==> config.mk <==
export PLATFORM = sky130hd
export DESIGN_NAME = circle_region_mask_lookup_top
export DESIGN_NICKNAME = d
export VERILOG_FILES = /design/src/rtl/core/crml_pkg.sv /design/src/rtl/core/circle_region_mask_lookup_top.sv /design/src/rtl/core/crml_table.sv /design/src/rtl/core/crml_dist.sv
export SDC_FILE = /design/constraint.sdc
export NUM_CORES = 2
export LEC_CHECK = 0
export ABC_AREA = 0
export BUFFER_PORTS_ARGS = -buffer_cell sky130_fd_sc_hd__buf_2
export CORE_MARGIN = 3
export CORE_UTILIZATION = 57
export CTS_CLUSTER_DIAMETER = 50
export DETAILED_ROUTE_END_ITERATION = 16
export PLACE_DENSITY_LB_ADDON = 0.15
export SLEW_MARGIN = 20
export SYNTH_ARGS = -nofsm -noshare
export SYNTH_HDL_FRONTEND = slang
export SYNTH_SLANG_ARGS = --single-unit
==> constraint.sdc <==
create_clock -name clk -period 8.9 [get_ports clk]
set_input_delay 0 -clock clk [delete_from_list [all_inputs] [get_ports clk]]
set_output_delay 0 -clock clk [all_outputs]
set_load 0.005 [all_outputs]
==> src/rtl/core/crml_pkg.sv <==
// ----------------------------------------------------------------------------
// crml_pkg
// Shared types and constants for the circle region mask lookup: table entry
// layout, pipeline tag, command and register codes, controller states.
// ----------------------------------------------------------------------------
package crml_pkg;

	localparam int COORD_W  = 16;
	localparam int MASK_W   = 16;
	localparam int RADIUS_W = 15;
	localparam int COUNT_W  = 7;
	localparam int MAG_W    = 16;
	localparam int SQ_W     = 2 * MAG_W;
	localparam int D2_W     = SQ_W + 1;
	localparam int R2_W     = 2 * RADIUS_W;
	localparam int CFG_W    = 15;

	localparam logic [RADIUS_W-1:0] RADIUS_RESET = 15'd448;
	localparam logic [COUNT_W-1:0]  COUNT_RESET  = 7'd0;

	localparam logic CMD_LOAD  = 1'b0;
	localparam logic CMD_QUERY = 1'b1;

	localparam logic REG_RADIUS = 1'b0;
	localparam logic REG_COUNT  = 1'b1;

	typedef struct packed {
		logic signed [COORD_W-1:0] cx;
		logic signed [COORD_W-1:0] cy;
		logic [MASK_W-1:0]         mnum;
	} entry_t;

	typedef struct packed {
		logic vld;
		logic last;
	} tag_t;

	typedef enum logic [1:0] {
		ST_IDLE,
		ST_SCAN,
		ST_DRAIN,
		ST_DONE
	} state_t;

endpackage

==> src/rtl/core/circle_region_mask_lookup_top.sv <==
// ----------------------------------------------------------------------------
// circle_region_mask_lookup_top
// Circular mask region lookup: load words fill the mask table, query words
// return the mask number of the last table entry whose circle holds the point.
// ----------------------------------------------------------------------------
// A load word writes one table slot and returns nothing. A query word scans
// N table entries, N being entry_count limited to MAX_ENTRIES: the single
// read port of the table memory gives one entry per cycle, and the read,
// square and compare stages follow. When N is zero the scan is skipped. The
// block takes one word at a time; a finished result sits in the output
// register while the next word is accepted, and a query that finishes while
// that register still holds a stalled result waits for it. The user must
// write radius and entry count on the config port only while the block is
// idle; the block itself does not enforce this.
module circle_region_mask_lookup_top #(
	parameter int MAX_ENTRIES = 64
) (
	input  logic                                  clk,
	input  logic                                  arst_n,
	input  logic                                  in_valid,
	output logic                                  in_stall,
	input  logic                                  command,
	input  logic [5:0]                            entry_index,
	input  logic signed [crml_pkg::COORD_W-1:0]   center_x,
	input  logic signed [crml_pkg::COORD_W-1:0]   center_y,
	input  logic [crml_pkg::MASK_W-1:0]           entry_mask,
	input  logic signed [crml_pkg::COORD_W-1:0]   point_x,
	input  logic signed [crml_pkg::COORD_W-1:0]   point_y,
	output logic                                  out_valid,
	input  logic                                  out_stall,
	output logic [crml_pkg::MASK_W-1:0]           mask_number,
	output logic                                  hit,
	input  logic                                  cfg_wr_en,
	input  logic                                  cfg_index,
	input  logic [crml_pkg::CFG_W-1:0]            cfg_data
);

	localparam int ADDR_W = (MAX_ENTRIES > 1) ? $clog2(MAX_ENTRIES) : 1;
	localparam int CNT_W  = $clog2(MAX_ENTRIES + 1);
	localparam int IDX_W  = (ADDR_W > 6) ? ADDR_W : 6;

	crml_pkg::state_t                    state_q;
	crml_pkg::state_t                    state_d;
	logic [crml_pkg::RADIUS_W-1:0]       radius_q;
	logic [crml_pkg::COUNT_W-1:0]        count_q;
	logic [ADDR_W-1:0]                   addr_q;
	logic [ADDR_W-1:0]                   last_q;
	logic signed [crml_pkg::COORD_W-1:0] px_q;
	logic signed [crml_pkg::COORD_W-1:0] py_q;
	logic [crml_pkg::R2_W-1:0]           r2_q;
	logic                                out_valid_q;
	logic [crml_pkg::MASK_W-1:0]         mask_q;
	logic                                hit_q;

	logic [CNT_W-1:0]                    n_c;
	logic [IDX_W-1:0]                    idx_ext;
	logic                                load_ok;
	logic                                start;
	logic                                wr_en;
	logic                                rd_en;
	logic                                out_load;
	crml_pkg::entry_t                    wr_data;
	crml_pkg::tag_t                      rd_tag;
	crml_pkg::entry_t                    ent_s1;
	crml_pkg::tag_t                      tag_s1;
	logic [crml_pkg::MASK_W-1:0]         found;
	logic                                found_hit;
	logic                                done;

	always_comb begin
		if (32'(count_q) > MAX_ENTRIES) begin
			n_c = CNT_W'(MAX_ENTRIES);
		end else begin
			n_c = CNT_W'(count_q);
		end
	end

	assign idx_ext      = IDX_W'(entry_index);
	assign load_ok      = (32'(entry_index) < MAX_ENTRIES);
	assign wr_data.cx   = center_x;
	assign wr_data.cy   = center_y;
	assign wr_data.mnum = entry_mask;
	assign rd_tag.vld   = rd_en;
	assign rd_tag.last  = (addr_q == last_q);

	always_comb begin
		state_d  = state_q;
		in_stall = 1'b1;
		start    = 1'b0;
		wr_en    = 1'b0;
		rd_en    = 1'b0;
		out_load = 1'b0;
		case (state_q)
			crml_pkg::ST_IDLE: begin
				in_stall = 1'b0;
				if (in_valid) begin
					if (command == crml_pkg::CMD_QUERY) begin
						start   = 1'b1;
						state_d = (n_c == '0) ? crml_pkg::ST_DONE : crml_pkg::ST_SCAN;
					end else begin
						wr_en = load_ok;
					end
				end
			end
			crml_pkg::ST_SCAN: begin
				rd_en = 1'b1;
				if (addr_q == last_q) begin
					state_d = crml_pkg::ST_DRAIN;
				end
			end
			crml_pkg::ST_DRAIN: begin
				if (done) begin
					state_d = crml_pkg::ST_DONE;
				end
			end
			crml_pkg::ST_DONE: begin
				if (!out_valid_q || !out_stall) begin
					out_load = 1'b1;
					state_d  = crml_pkg::ST_IDLE;
				end
			end
			default: begin
				state_d = crml_pkg::ST_IDLE;
			end
		endcase
	end

	always_ff @(posedge clk or negedge arst_n) begin
		if (!arst_n) begin
			state_q     <= crml_pkg::ST_IDLE;
			radius_q    <= crml_pkg::RADIUS_RESET;
			count_q     <= crml_pkg::COUNT_RESET;
			addr_q      <= '0;
			out_valid_q <= 1'b0;
		end else begin
			state_q <= state_d;
			if (cfg_wr_en) begin
				case (cfg_index)
					crml_pkg::REG_RADIUS: radius_q <= cfg_data[crml_pkg::RADIUS_W-1:0];
					crml_pkg::REG_COUNT:  count_q  <= cfg_data[crml_pkg::COUNT_W-1:0];
					default: begin
					end
				endcase
			end
			if (start) begin
				addr_q <= '0;
			end else if (rd_en) begin
				addr_q <= addr_q + 1'b1;
			end
			if (out_load) begin
				out_valid_q <= 1'b1;
			end else if (!out_stall) begin
				out_valid_q <= 1'b0;
			end
		end
	end

	always_ff @(posedge clk) begin
		if (start) begin
			px_q   <= point_x;
			py_q   <= point_y;
			r2_q   <= crml_pkg::R2_W'(radius_q) * crml_pkg::R2_W'(radius_q);
			last_q <= ADDR_W'(n_c - 1'b1);
		end
		if (out_load) begin
			mask_q <= found;
			hit_q  <= found_hit;
		end
	end

	crml_table #(
		.DEPTH  (MAX_ENTRIES),
		.ADDR_W (ADDR_W)
	) u_table (
		.clk        (clk),
		.arst_n     (arst_n),
		.wr_en      (wr_en),
		.wr_addr    (idx_ext[ADDR_W-1:0]),
		.wr_data    (wr_data),
		.rd_en      (rd_en),
		.rd_addr    (addr_q),
		.rd_tag     (rd_tag),
		.rd_data_s1 (ent_s1),
		.rd_tag_s1  (tag_s1)
	);

	crml_dist u_dist (
		.clk       (clk),
		.arst_n    (arst_n),
		.clear     (start),
		.px        (px_q),
		.py        (py_q),
		.r2        (r2_q),
		.ent_s1    (ent_s1),
		.tag_s1    (tag_s1),
		.found     (found),
		.found_hit (found_hit),
		.done      (done)
	);

	assign out_valid   = out_valid_q;
	assign mask_number = mask_q;
	assign hit         = hit_q;

endmodule

==> src/rtl/core/crml_table.sv <==
// ----------------------------------------------------------------------------
// crml_table
// Mask table memory: one write port, one read port with registered data.
// The read tag travels alongside the read data.
// ----------------------------------------------------------------------------
module crml_table #(
	parameter int DEPTH  = 64,
	parameter int ADDR_W = 6
) (
	input  logic               clk,
	input  logic               arst_n,
	input  logic               wr_en,
	input  logic [ADDR_W-1:0]  wr_addr,
	input  crml_pkg::entry_t   wr_data,
	input  logic               rd_en,
	input  logic [ADDR_W-1:0]  rd_addr,
	input  crml_pkg::tag_t     rd_tag,
	output crml_pkg::entry_t   rd_data_s1,
	output crml_pkg::tag_t     rd_tag_s1
);

	crml_pkg::entry_t mem [DEPTH];

	always_ff @(posedge clk) begin
		if (wr_en) begin
			mem[wr_addr] <= wr_data;
		end
		if (rd_en) begin
			rd_data_s1 <= mem[rd_addr];
		end
	end

	always_ff @(posedge clk or negedge arst_n) begin
		if (!arst_n) begin
			rd_tag_s1 <= '0;
		end else begin
			rd_tag_s1 <= rd_tag;
		end
	end

endmodule

==> src/rtl/core/crml_dist.sv <==
// ----------------------------------------------------------------------------
// crml_dist
// Containment test pipeline: squared distance per entry, compare against
// radius squared, keep the last containing mask number.
// ----------------------------------------------------------------------------
module crml_dist (
	input  logic                                   clk,
	input  logic                                   arst_n,
	input  logic                                   clear,
	input  logic signed [crml_pkg::COORD_W-1:0]    px,
	input  logic signed [crml_pkg::COORD_W-1:0]    py,
	input  logic [crml_pkg::R2_W-1:0]              r2,
	input  crml_pkg::entry_t                       ent_s1,
	input  crml_pkg::tag_t                         tag_s1,
	output logic [crml_pkg::MASK_W-1:0]            found,
	output logic                                   found_hit,
	output logic                                   done
);

	logic signed [crml_pkg::COORD_W:0] dx;
	logic signed [crml_pkg::COORD_W:0] dy;
	logic signed [crml_pkg::COORD_W:0] ax;
	logic signed [crml_pkg::COORD_W:0] ay;
	logic [crml_pkg::MAG_W-1:0]        mx;
	logic [crml_pkg::MAG_W-1:0]        my;
	logic [crml_pkg::SQ_W-1:0]         sqx_s2;
	logic [crml_pkg::SQ_W-1:0]         sqy_s2;
	logic [crml_pkg::MASK_W-1:0]       mnum_s2;
	crml_pkg::tag_t                    tag_s2;
	logic [crml_pkg::D2_W-1:0]         d2;
	logic                              inside_c;
	logic [crml_pkg::MASK_W-1:0]       found_q;
	logic                              hit_q;
	logic                              done_q;

	always_comb begin
		dx = (crml_pkg::COORD_W+1)'(px) - (crml_pkg::COORD_W+1)'(ent_s1.cx);
		dy = (crml_pkg::COORD_W+1)'(py) - (crml_pkg::COORD_W+1)'(ent_s1.cy);
		ax = dx[crml_pkg::COORD_W] ? -dx : dx;
		ay = dy[crml_pkg::COORD_W] ? -dy : dy;
		mx = ax[crml_pkg::MAG_W-1:0];
		my = ay[crml_pkg::MAG_W-1:0];
	end

	always_ff @(posedge clk) begin
		sqx_s2  <= crml_pkg::SQ_W'(mx) * crml_pkg::SQ_W'(mx);
		sqy_s2  <= crml_pkg::SQ_W'(my) * crml_pkg::SQ_W'(my);
		mnum_s2 <= ent_s1.mnum;
	end

	assign d2       = crml_pkg::D2_W'(sqx_s2) + crml_pkg::D2_W'(sqy_s2);
	assign inside_c = (d2 <= crml_pkg::D2_W'(r2));

	always_ff @(posedge clk or negedge arst_n) begin
		if (!arst_n) begin
			tag_s2  <= '0;
			found_q <= '0;
			hit_q   <= 1'b0;
			done_q  <= 1'b0;
		end else begin
			tag_s2 <= tag_s1;
			if (clear) begin
				found_q <= '0;
				hit_q   <= 1'b0;
				done_q  <= 1'b0;
			end else begin
				if (tag_s2.vld && inside_c) begin
					found_q <= mnum_s2;
					hit_q   <= 1'b1;
				end
				done_q <= tag_s2.vld && tag_s2.last;
			end
		end
	end

	assign found     = found_q;
	assign found_hit = hit_q;
	assign done      = done_q;

endmodule

==> qor.csv <==
metric;value;unit
syn nets;8699;
synth warn;0;
Global Route Usage Sum;29.30;%
status;finished clean;
drt pass-1 iters;5;
row count;187;
endpoints failing setup;0;
max_cap viols;0;
fraction of registers with async set or reset after synthesis;1.589;%
Worst path slowest cell;fa_2;
vias per inst;6.398;
CTS max path bufs;4;
Fin Clk Skew;0.1375;ns
number of global-route vias before repair;78390;
largest net degree at the start of global routing;119;
Mapped Cells;7739;
WP data arrival;9.49;ns
PortBufs;126;
DP Wirelength;220000;microns
Final WS setup;0.1229;ns
Root Buffer;clkbuf_16;
H-Tree Depth;5;
CTS clk-pin slew, worst paths;0.06;ns
ys flop type;edfxtp_1;
total number of vias;77400;
Mapped Area;148900;sq um
cell taking the most area after synthesis;edfxtp_1;
P&R area growth vs syn;14.16;%
chip height;517.1;microns
initial antenna violation count;19;
maximum clock rate;0.1139;GHz
top cells by area, synth;edfxtp_1 65%, mux4_2 15%, fa_1 6.2%, ha_1 3.3%, inv_1 1.8%;
DRC violations left;0;
CTS tree;yes;
drt wl/cell;31.87;microns
Slew @ Worst Pin;1.240;ns
core area;259700;sq um
share of the synthesized area in the top cell type;64.61;%
kind of critical path;register to register;
Post-synth EDFFs;3204;
Setup WS pre-CTS;-0.1687;ns
worst skew pair latency;0.94;ns
RSZ-0062 raised after global routing;true;
full die area;267400;sq um
Crit. End Element;register;
Cell variety after synth;96;
syn avg cell area;19.24;sq um
final hold viol count;0;
Hold Crit Class;input pin to register;
Num CTS Buffers;365;
antenna-violating nets left;0;
clock sinks;3335;
Routed WL;385600;microns
Sum Neg Setup Slack;0;ns
sequential share of the synthesized area;66.55;%
global-route wire length before repair;556100;microns
placer congestion estimate;0.8686;
Initial Utilization;57.34;%
worst path required time;9.61;ns
Final Cycle Share;98.62;%
CP Launch Type;register;
share of cells above drive strength 1;25.71;%
Final min period;8.777;ns
Max transition margin;17.32;%
Die Wd;517.1;microns
Max Slew Vio Count;0;
Crit path largest cell delay;0.61;ns
global route overflow;0;
Total Nets Final;9350;
Most common cell on crit path;fa_1;
WHS;0.06527;ns
#FFs+latches synth;3335;
io pins;127;
Crit Path Max Fanout;4;
Iteration-0 DRC Markers;8735;
## cell usage in the layout (no fill, tap or decap), types with 19 or more instances in the layout
master	count
dfrtp_1	44
clkbuf_16	371
clkinvlp_4	24
nor3_1	37
clkinv_1	67
clkinv_2	48
and3_1	21
nand4_1	19
edfxtp_1	3204
nor2b_1	29
dfxtp_1	78
inv_2	37
nor2_4	69
nand3_1	25
a21o_1	73
buf_4	265
dlygate4sd3_1	162
nor2_1	205
bufinv_16	43
or3_1	19
a21oi_1	119
mux4_2	1008
and2_1	79
xor2_1	57
xnor2_1	108
inv_1	703
clkbuf_1	55
nand2b_1	31
mux2_2	20
ha_1	373
buf_2	121
nand2_1	212
o21a_1	27
o21ai_0	51
fa_1	455
## critical path, delay by kind of cell (launching register included)
kind            cells  cell delay [ns]
fa+ha+maj           9             3.70
simple gates       11             2.59
compound gates      8             1.60
flops               1             0.39
buf+inv             5             0.37
## state kept, by name, indices dropped and copies added, names as in the netlist
| signal | cells |
|---|---|
| u_table.mem | 3072 |
| u_table.rd_data_s1 | 48 |
| u_dist.sqx_s2 | 31 |
| u_dist.sqy_s2 | 31 |
| r2_q | 29 |
| mask_number | 16 |
| px_q | 16 |
| py_q | 16 |
| u_dist.found | 16 |
| u_dist.mnum_s2 | 16 |
| radius_q | 15 |
| count_q | 7 |
| addr_q | 6 |
| last_q | 6 |
| state_q | 2 |
| u_dist.tag_s2 | 2 |
| u_table.rd_tag_s1 | 2 |
| hit | 1 |
| out_valid | 1 |
| u_dist.done | 1 |
| u_dist.found_hit | 1 |
## through the flow
step,instances,instance area (sq um),util [%]
2_1_floorplan,7739,148900,-
3_3_place_gp,11230,155300,59.80
3_5_place_dp,11240,155400,59.82
4_1_cts,12050,169100,65.12
5_1_grt,12080,170000,65.44
6_report,12100,170000,65.46
## Yosys cell counts, types with 52 or more instances
| library cell | instances |
|---|---|
| a21o_1 | 73 |
| a21oi_1 | 133 |
| and2_1 | 79 |
| buf_1 | 58 |
| clkbuf_1 | 224 |
| dfxtp_1 | 78 |
| edfxtp_1 | 3204 |
| fa_1 | 463 |
| ha_1 | 389 |
| inv_1 | 711 |
| mux4_2 | 1008 |
| nand2_1 | 224 |
| nor2_1 | 276 |
| o21ai_0 | 52 |
| xnor2_1 | 116 |
| xor2_1 | 58 |
## area by class of cell
class	instances	area, sq um
Timing Repair Buffer	574	4671
Inverter	742	2789
Sequential cell	3335	99130
Clock buffer	430	9545
Multi-Input combinational cell	3372	47000
Clock inverter	224	2565
Fill cell	17030	89710
Antenna cell	18	45.04
Tap cell	3402	4257
## layer usage
layer	up-vias	wire length (microns)	track usage, %
met5	-	13	0
li1	31540	-	-
met3	697	34680	4.935
met2	3861	191400	47.78
met1	41300	145300	40.91
met4	2	14170	9.676
## cell families after synthesis
kind of cell / after synthesis / share of synthesized area [%]
DFF: 3335 / 66.55
buffers and inverters: 1032 / 2.617
muxes: 1031 / 15.42
adders and majority gates: 852 / 9.493
and+or+nand+nor: 843 / 2.711
AOI/OAI and AO/OA: 467 / 2.121
xor gates and xnor gates: 179 / 1.087
## worst paths after layout
| kind | start | end | slack [ns] | depth (start not counted) |
|---|---|---|---|---|
| hold reg to reg | u_table.rd_data_s1[12] | u_dist.mnum_s2[12] | 0.29 | 0 |
| min in group asynchronous | arst_n | u_dist.found[7] | 0.30 | 4 |
| max in group asynchronous | arst_n | addr_q[3] | 7.77 | 4 |
| hold / removal | cfg_data[3] | radius_q[3] | 0.07 | 3 |
| setup reg to reg | py_q[0] | u_dist.sqy_s2[25] | 0.12 | 33 |
| setup / recovery | py_q[0] | u_dist.sqy_s2[25] | 0.12 | 33 |
## repair_timing
action | CTS | global route
resized for setup | 7 | 125
setup buffers | 2 | 23
pin swaps | 2 | 70
hold buffers | 162 | 0
endpoints found under the setup margin | 3 | 12
endpoints found under the hold margin | 3175 | 0
Power is left out: the tool's default activity adds up to more than one toggle a clock period on the data nets, which glitch-free logic cannot reach.
